### src/rtl/core/gfcr_pkg.sv
package gfcr_pkg;

  // Frame geometry
  localparam int RX_CAPACITY = 32;
  localparam int HEAD_DEPTH  = 3;
  localparam int RX_LEN_W    = $clog2(RX_CAPACITY + 1);
  localparam int COUNT_W     = 16;
  localparam int REPLY_LEN   = 3;

  localparam logic [COUNT_W-1:0] COUNT_MAX     = '1;
  localparam logic [COUNT_W-1:0] GAP_LIMIT_RST = 16'd13;

  // Item kinds; the fourth code is an idle beat
  localparam logic [1:0] FUNC_TICK    = 2'd0;
  localparam logic [1:0] FUNC_RX_BYTE = 2'd1;
  localparam logic [1:0] FUNC_TX_SLOT = 2'd2;

  // Command codes
  localparam logic [7:0] CMD_ECHO   = 8'h01;
  localparam logic [7:0] CMD_SPEED  = 8'h02;
  localparam logic [7:0] CMD_SDIFF  = 8'h03;
  localparam logic [7:0] CMD_TORQUE = 8'h04;

  typedef struct packed {
    logic [1:0] func;
    logic [7:0] rx_data;
  } in_item_t;

  typedef struct packed {
    logic       tx_valid;
    logic [7:0] tx_data;
    logic       transmitting;
    logic       speed_diff_request;
    logic       torque_request;
  } out_item_t;

endpackage

### src/rtl/core/gfcr_in_stage.sv
module gfcr_in_stage
  import gfcr_pkg::*;
(
  input  logic     clk,
  input  logic     rst_n,
  input  logic     in_valid,
  output logic     in_ready,
  input  in_item_t in_data,
  output logic     item_valid,
  input  logic     item_take,
  output in_item_t item
);

  logic     valid_r;
  logic     valid_nxt;
  in_item_t item_r;

  // Accept a beat when empty or when the held one moves on this cycle
  assign in_ready  = !valid_r || item_take;
  assign valid_nxt = (in_valid && in_ready) || (valid_r && !item_take);

  always_ff @(posedge clk) begin
    if (!rst_n) begin
      valid_r <= 1'b0;
    end else begin
      valid_r <= valid_nxt;
    end
  end

  // Hold the payload until it is taken
  always_ff @(posedge clk) begin
    if (in_valid && in_ready) begin
      item_r <= in_data;
    end
  end

  assign item_valid = valid_r;
  assign item       = item_r;

endmodule

### src/rtl/core/gfcr_engine.sv
module gfcr_engine
  import gfcr_pkg::*;
(
  input  logic               clk,
  input  logic               rst_n,
  input  logic [COUNT_W-1:0] gap_limit,
  input  logic               item_valid,
  output logic               item_take,
  input  in_item_t           item,
  output logic               out_valid,
  input  logic               out_ready,
  output out_item_t          out_data
);

  logic [COUNT_W-1:0]  silence_r, silence_nxt;
  logic                frame_open_r, frame_open_nxt;
  logic [7:0]          rx_head_r [HEAD_DEPTH];
  logic [RX_LEN_W-1:0] rx_length_r, rx_length_nxt;
  logic                tx_mode_r, tx_mode_nxt;
  logic [7:0]          reply_r [REPLY_LEN];
  logic [1:0]          reply_len_r, reply_len_nxt;
  logic [1:0]          reply_idx_r, reply_idx_nxt;
  logic                sdiff_r, sdiff_nxt;
  logic                torque_r, torque_nxt;
  logic                out_valid_r, out_valid_nxt;
  out_item_t           out_r, out_nxt;

  logic                frame_end;
  logic                is_echo, is_speed, is_sdiff, is_torque;
  logic                head_wr;
  logic [RX_LEN_W-1:0] rx_len_a;
  logic [1:0]          reply_len_a, reply_idx_a;
  logic                tx_mode_a;
  logic                sent;
  logic [7:0]          sent_data;

  // Move an item into the result register when that register frees up
  assign item_take = item_valid && (!out_valid_r || out_ready);

  // Close the frame on a long enough gap and decode it
  assign frame_end = frame_open_r && (silence_r > gap_limit);
  assign is_echo   = (rx_head_r[0] == CMD_ECHO)   && (rx_length_r == RX_LEN_W'(3));
  assign is_speed  = (rx_head_r[0] == CMD_SPEED)  && (rx_length_r == RX_LEN_W'(1));
  assign is_sdiff  = (rx_head_r[0] == CMD_SDIFF)  && (rx_length_r == RX_LEN_W'(1));
  assign is_torque = (rx_head_r[0] == CMD_TORQUE) && (rx_length_r == RX_LEN_W'(1));

  assign tx_mode_a   = frame_end ? 1'b1 : tx_mode_r;
  assign rx_len_a    = frame_end ? '0 : rx_length_r;
  assign reply_idx_a = frame_end ? 2'd0 : reply_idx_r;
  assign reply_len_a = frame_end ? ((is_echo || is_speed) ? 2'(REPLY_LEN) : 2'd0)
                                 : reply_len_r;

  // Step state for one item
  always_comb begin
    silence_nxt    = silence_r;
    frame_open_nxt = frame_open_r && !frame_end;
    rx_length_nxt  = rx_len_a;
    tx_mode_nxt    = tx_mode_a;
    reply_len_nxt  = reply_len_a;
    reply_idx_nxt  = reply_idx_a;
    sdiff_nxt      = sdiff_r || (frame_end && is_sdiff);
    torque_nxt     = torque_r || (frame_end && is_torque);
    head_wr        = 1'b0;
    sent           = 1'b0;
    sent_data      = 8'h00;
    case (item.func)
      FUNC_TICK: begin
        if (silence_r != COUNT_MAX) begin
          silence_nxt = silence_r + COUNT_W'(1);
        end
      end
      FUNC_RX_BYTE: begin
        if (!tx_mode_a) begin
          frame_open_nxt = 1'b1;
          silence_nxt    = '0;
          head_wr        = (rx_len_a < RX_LEN_W'(HEAD_DEPTH));
          if (rx_len_a < RX_LEN_W'(RX_CAPACITY)) begin
            rx_length_nxt = rx_len_a + RX_LEN_W'(1);
          end
        end
      end
      FUNC_TX_SLOT: begin
        if (tx_mode_a) begin
          if (reply_idx_a < reply_len_a) begin
            sent          = 1'b1;
            sent_data     = reply_r[reply_idx_a];
            reply_idx_nxt = reply_idx_a + 2'd1;
          end else begin
            reply_len_nxt = 2'd0;
            reply_idx_nxt = 2'd0;
            tx_mode_nxt   = 1'b0;
          end
        end
      end
      default: begin
      end
    endcase
  end

  // Bytes sent from a reply built this very item come from the decode
  logic [7:0] reply_fresh [REPLY_LEN];
  always_comb begin
    reply_fresh[0] = is_echo ? rx_head_r[0] : CMD_SPEED;
    reply_fresh[1] = is_echo ? rx_head_r[1] : 8'h00;
    reply_fresh[2] = is_echo ? rx_head_r[2] : 8'h00;
  end

  always_comb begin
    out_nxt                    = out_r;
    out_valid_nxt              = out_valid_r && !out_ready;
    if (item_take) begin
      out_valid_nxt              = 1'b1;
      out_nxt.tx_valid           = sent;
      out_nxt.tx_data            = (sent && frame_end) ? reply_fresh[reply_idx_a] : sent_data;
      out_nxt.transmitting       = tx_mode_nxt;
      out_nxt.speed_diff_request = sdiff_nxt;
      out_nxt.torque_request     = torque_nxt;
    end
  end

  // Control registers
  always_ff @(posedge clk) begin
    if (!rst_n) begin
      silence_r    <= '0;
      frame_open_r <= 1'b0;
      rx_length_r  <= '0;
      tx_mode_r    <= 1'b0;
      reply_len_r  <= 2'd0;
      reply_idx_r  <= 2'd0;
      sdiff_r      <= 1'b0;
      torque_r     <= 1'b0;
      out_valid_r  <= 1'b0;
    end else begin
      out_valid_r <= out_valid_nxt;
      if (item_take) begin
        silence_r    <= silence_nxt;
        frame_open_r <= frame_open_nxt;
        rx_length_r  <= rx_length_nxt;
        tx_mode_r    <= tx_mode_nxt;
        reply_len_r  <= reply_len_nxt;
        reply_idx_r  <= reply_idx_nxt;
        sdiff_r      <= sdiff_nxt;
        torque_r     <= torque_nxt;
      end
    end
  end

  // Payload registers: frame head, reply bytes, result
  always_ff @(posedge clk) begin
    out_r <= out_nxt;
    if (item_take && head_wr) begin
      rx_head_r[rx_len_a[1:0]] <= item.rx_data;
    end
    if (item_take && frame_end && (is_echo || is_speed)) begin
      reply_r[0] <= reply_fresh[0];
      reply_r[1] <= reply_fresh[1];
      reply_r[2] <= reply_fresh[2];
    end
  end

  assign out_valid = out_valid_r;
  assign out_data  = out_r;

  // Reply cursor never runs past the reply
  a_idx_in_reply: assert property (@(posedge clk) disable iff (!rst_n)
    reply_idx_r <= reply_len_r)
    else $error("reply index beyond reply length");

  // Receive mode carries no pending reply
  a_rx_no_reply: assert property (@(posedge clk) disable iff (!rst_n)
    !tx_mode_r |-> (reply_idx_r == 2'd0) && (reply_len_r == 2'd0))
    else $error("reply state left over in receive mode");

  // No frame stays open while transmitting
  a_tx_closed: assert property (@(posedge clk) disable iff (!rst_n)
    tx_mode_r |-> !frame_open_r)
    else $error("frame open in transmit mode");

  // A sent byte leaves the line in transmit
  a_sent_tx: assert property (@(posedge clk) disable iff (!rst_n)
    out_valid_r && out_r.tx_valid |-> out_r.transmitting)
    else $error("byte sent while line in receive");

  // Sticky flags drop only at reset
  a_sticky: assert property (@(posedge clk)
    rst_n && $past(rst_n) |-> !$fell(sdiff_r) && !$fell(torque_r))
    else $error("sticky request flag cleared");

  // Frame length saturates at the capacity
  a_rx_cap: assert property (@(posedge clk) disable iff (!rst_n)
    rx_length_r <= RX_LEN_W'(RX_CAPACITY))
    else $error("frame length beyond capacity");

endmodule

### src/rtl/core/gap_framed_command_responder_core.sv
// A beat accepted into the input register moves on into the result register
// once that register is empty or is being emptied through out_ready.
// Throughput: one beat per cycle while out_ready is high; the input register and
// the result register each pass one beat a cycle, and the input side keeps taking
// beats while a result waits, until the input register is full too.
// Reset (rst_n low, synchronous): empties both registers, closes any frame,
// returns the line to receive, clears the sticky flags, gap limit back to 13.
module gap_framed_command_responder_core
  import gfcr_pkg::*;
(
  input  logic               clk,
  input  logic               rst_n,
  input  logic               in_valid,
  output logic               in_ready,
  input  in_item_t           in_data,
  output logic               out_valid,
  input  logic               out_ready,
  output out_item_t          out_data,
  input  logic               cfg_wr_en,
  input  logic [COUNT_W-1:0] cfg_wr_data
);

  logic [COUNT_W-1:0] gap_limit_r;
  logic               item_valid;
  logic               item_take;
  in_item_t           item;

  // Gap limit register
  always_ff @(posedge clk) begin
    if (!rst_n) begin
      gap_limit_r <= GAP_LIMIT_RST;
    end else if (cfg_wr_en) begin
      gap_limit_r <= cfg_wr_data;
    end
  end

  gfcr_in_stage u_in_stage (
    .clk        (clk),
    .rst_n      (rst_n),
    .in_valid   (in_valid),
    .in_ready   (in_ready),
    .in_data    (in_data),
    .item_valid (item_valid),
    .item_take  (item_take),
    .item       (item)
  );

  gfcr_engine u_engine (
    .clk        (clk),
    .rst_n      (rst_n),
    .gap_limit  (gap_limit_r),
    .item_valid (item_valid),
    .item_take  (item_take),
    .item       (item),
    .out_valid  (out_valid),
    .out_ready  (out_ready),
    .out_data   (out_data)
  );

endmodule

### config.mk
export PLATFORM = sky130hd
export DESIGN_NAME = gap_framed_command_responder_core
export DESIGN_NICKNAME = d
export VERILOG_FILES = /design/src/rtl/core/gfcr_pkg.sv /design/src/rtl/core/gfcr_in_stage.sv /design/src/rtl/core/gfcr_engine.sv /design/src/rtl/core/gap_framed_command_responder_core.sv
export SDC_FILE = /design/constraint.sdc
export NUM_CORES = 1
export LEC_CHECK = 0
export ABC_CLOCK_PERIOD_IN_PS = 4200
export BUFFER_PORTS_ARGS = -buffer_cell sky130_fd_sc_hd__buf_2
export CAP_MARGIN = 40
export CORE_MARGIN = 5
export CORE_UTILIZATION = 55
export DETAILED_ROUTE_END_ITERATION = 8
export GPL_ROUTABILITY_DRIVEN = 1
export HOLD_SLACK_MARGIN = 0.06
export PLACE_DENSITY = 0.74
export SETUP_SLACK_MARGIN = 0.02
export SYNTH_ARGS = -nofsm -noshare
export SYNTH_HDL_FRONTEND = slang
export SYNTH_SLANG_ARGS = --single-unit
### constraint.sdc
create_clock -name clk -period 4.2 [get_ports clk]
set_input_delay 0 -clock clk [delete_from_list [all_inputs] [get_ports clk]]
set_output_delay 0 -clock clk [all_outputs]
set_load 0.02 [all_outputs]
==> results.yml <==
run_status:
  status: "finished clean"
power:
  clockPowerShare: 0.504
  max-vdd-ir-drop_mv: 0.279
  powerDensity_nw_per_um2: 417
  p_switching_mw: 0.615
  power.share.switching: 0.217
  seq_power_share: 0.444
  total_leakage_power_nw: 2.57
  internal_power_mw: 2.22
  power.share.combinational: 0.052
place:
  dp_cells: 652
  dp_hpwl_um: 7370
  gp_congestion: 0.848
  placement.cell_area_um2: 5720
  portBuffers: 44
sta:
  max_slew.worst_pin.slew_ps: 869
  timing.fmax_mhz: 271
  slew_headroom: 0.417
  maxSlewViolCount: 0
  hold_viol: 0
  period_needed_ps: 3690
  final.setup_skew_ps: 9.16
  whs_ps: 187
  setup_viol: 0
  rsz0062_at_grt: "false"
  tns_ps: 0
  period_share: 0.879
routing:
  drt-initial-drc-count: 311
  num_vias: 4050
  antenna_left: 0
  drt_first_pass_iters: 5
  wl_um: 11500
  routedWlPerCell_um: 15.6
  drc: 0
  routed_via_density: 5.52
logic_synthesis:
  synth-edff-count: 70
  syn_area_um2: 5370
  synthArstFlopShare: 0
  ys_seq_elements: 118
  synthCells: 487
  ys_types: 63
  synth_ff_type: "edfxtp_1"
  ys_seq_area_frac: 0.570
  yosys_warnings: 0
  avgSynthCellArea_um2: 11.0
setup_path:
  worstSetupStartpoint: "gap_limit_r[15]"
  end_kind: "register"
  critPathMaxFanout: 6
  path_class: "register to register"
  cp.required_ps: 4470
  crit_path_start_kind: "register"
  cp.arrival_ps: 3960
  r2r-start: "gap_limit_r[15]"
grt:
  overflow: 0
  grt_pass1_vias: 4065
  grt_max_degree: 27
  track_usage: 0.212
  grt_antenna_before_repair: 0
  grt_pass1_wl_um: 19300
final_layout:
  final_area_um2: 6810
  final_common_cell: "edfxtp_1"
  fin_nets: 641
  regArea_um2: 3060
  instances_no_fill: 734
  layout_common_cells: "edfxtp_1 (70), nor2_1 (54), dlygate4sd3_1 (49), dfxtp_1 (48), buf_2 (44)"
  nFillCells: 713
  multiInputGateArea_um2: 2140
  syn_to_final_growth_pct: 26.8
  antenna_cells: 0
  drive_gt1_frac: 0.153
floorplan:
  row_count: 36
  die-area_um2: 11800
  start_util: 0.557
  core_um2: 9640
  io_pins: 45
  die_x_um: 109
  die_h_um: 109
clock_tree:
  cts.sinks: 118
  cts_made_buffers: 17
  htree_num_levels: 4
  cts_resized: 0
  clock_latency_ps: 520
  cts-root-buf: "clkbuf_8"
  clk_pin_slew_worst_paths_ps: 60
  clockBufferDepth: 2
  cts_tree: "done"
worst_hold_path:
  hold_path.class: "primary input to register"
  hold_start: "in_data[4]"
job:
  drv_cap: 0
==> timing repair <==
item                                   CTS  global route
hold buffers                            49             0
endpoints found under the hold margin   35             0
setup buffers                            0             0
==> power by group through the flow <==
stage               Clock, mW  Combinational [mW]  Sequential, mW
global route             1.51               0.163            1.26
global placement            0               0.102            1.28
floorplan                   0              0.0654            1.28
CTS                      1.45               0.146            1.26
finish                   1.43               0.147            1.26
detailed placement          0               0.105            1.28
==> layer usage <==
| layer | GRT usage | share of wire |
|---|---|---|
| met2 | 0.333 | 0.47 |
| met1 | 0.274 | 0.44 |
| met4 | 0.0748 | 0.013 |
| met3 | 0.0746 | 0.071 |
| met5 | 0 | 0 |
==> worst max-delay path: stages, from the launching register on <==
cell and delay [ps]:
dfxtp_1 330, inv_1 50, ha_1 350, nand2_1 70, o21ai_0 630, o311ai_4 220, nor2_1 140, a21oi_1 70
ha_1 340, inv_1 50, o41ai_1 550, a21oi_1 280, nand3_1 270, nor2_1 90
==> metrics by stage <==
step	util	power (mW)	setup WS [ps]
finish	0.707	2.84	509
global route	0.707	2.94	56.4
CTS	0.706	2.86	548
detailed placement	0.593	1.39	522
global placement	0.593	1.39	717
floorplan	-	1.35	807
==> logic make-up (layout without fill, tap and decap cells) <==
group / after synthesis / count (layout) / share of synthesized area
and+or+nand+nor: 170 / 170 / 0.168
DFF: 118 / 118 / 0.570
AOI/OAI and AO/OA: 102 / 102 / 0.128
buffers and inverters: 50 / 159 / 0.0370
adders and majority gates: 22 / 22 / 0.0512
muxes: 21 / 21 / 0.0391
xor gates and xnor gates: 3 / 3 / 0.00489
other: 1 / 6 / 0.000698
==> final timing paths <==
check | endpoint | slack (ps) | cells past startpoint
hold reg to reg | u_engine.rx_head_r[1][6] | 470 | 0
setup reg to reg | u_engine.out_data[6] | 510 | 13
hold / removal | u_in_stage.item[4] | 190 | 2
setup / recovery | u_engine.out_data[6] | 510 | 13
==> cell type report <==
cell class              count  area share
clock buffers              17      0.0608
clock inverters            15      0.0261
inverters                  31      0.0171
multi-input cells         324       0.314
flip-flops and latches    118       0.450
well taps                 133      0.0244
repair buffers             96       0.108
==> synth_stat cells, types with 6 or more instances <==
master | instances | share of area
dfxtp_1 | 48 | 0.18
o21ai_0 | 26 | 0.024
nand3_1 | 12 | 0.011
edfxtp_1 | 70 | 0.39
nor2_1 | 54 | 0.038
nand2_1 | 27 | 0.019
ha_1 | 22 | 0.051
nand4_1 | 10 | 0.012
a21oi_1 | 39 | 0.036
and2_1 | 21 | 0.024
or3_1 | 9 | 0.010
clkbuf_1 | 14 | 0.0098
mux2i_1 | 21 | 0.039
inv_1 | 30 | 0.021
o31ai_1 | 6 | 0.0084
==> sequential cells by signal, summed over array words and instances (netlist names), 2 cells and up <==
| register | flops |
|---|---|
| u_engine.rx_length_r | 6 |
| u_engine.reply_r | 24 |
| u_engine.silence_r | 16 |
| gap_limit_r | 16 |
| u_engine.out_data | 12 |
| u_engine.reply_len_r | 2 |
| u_in_stage.item | 10 |
| u_engine.rx_head_r | 24 |
| u_engine.reply_idx_r | 2 |
Power figures use the tool's default switching activity.
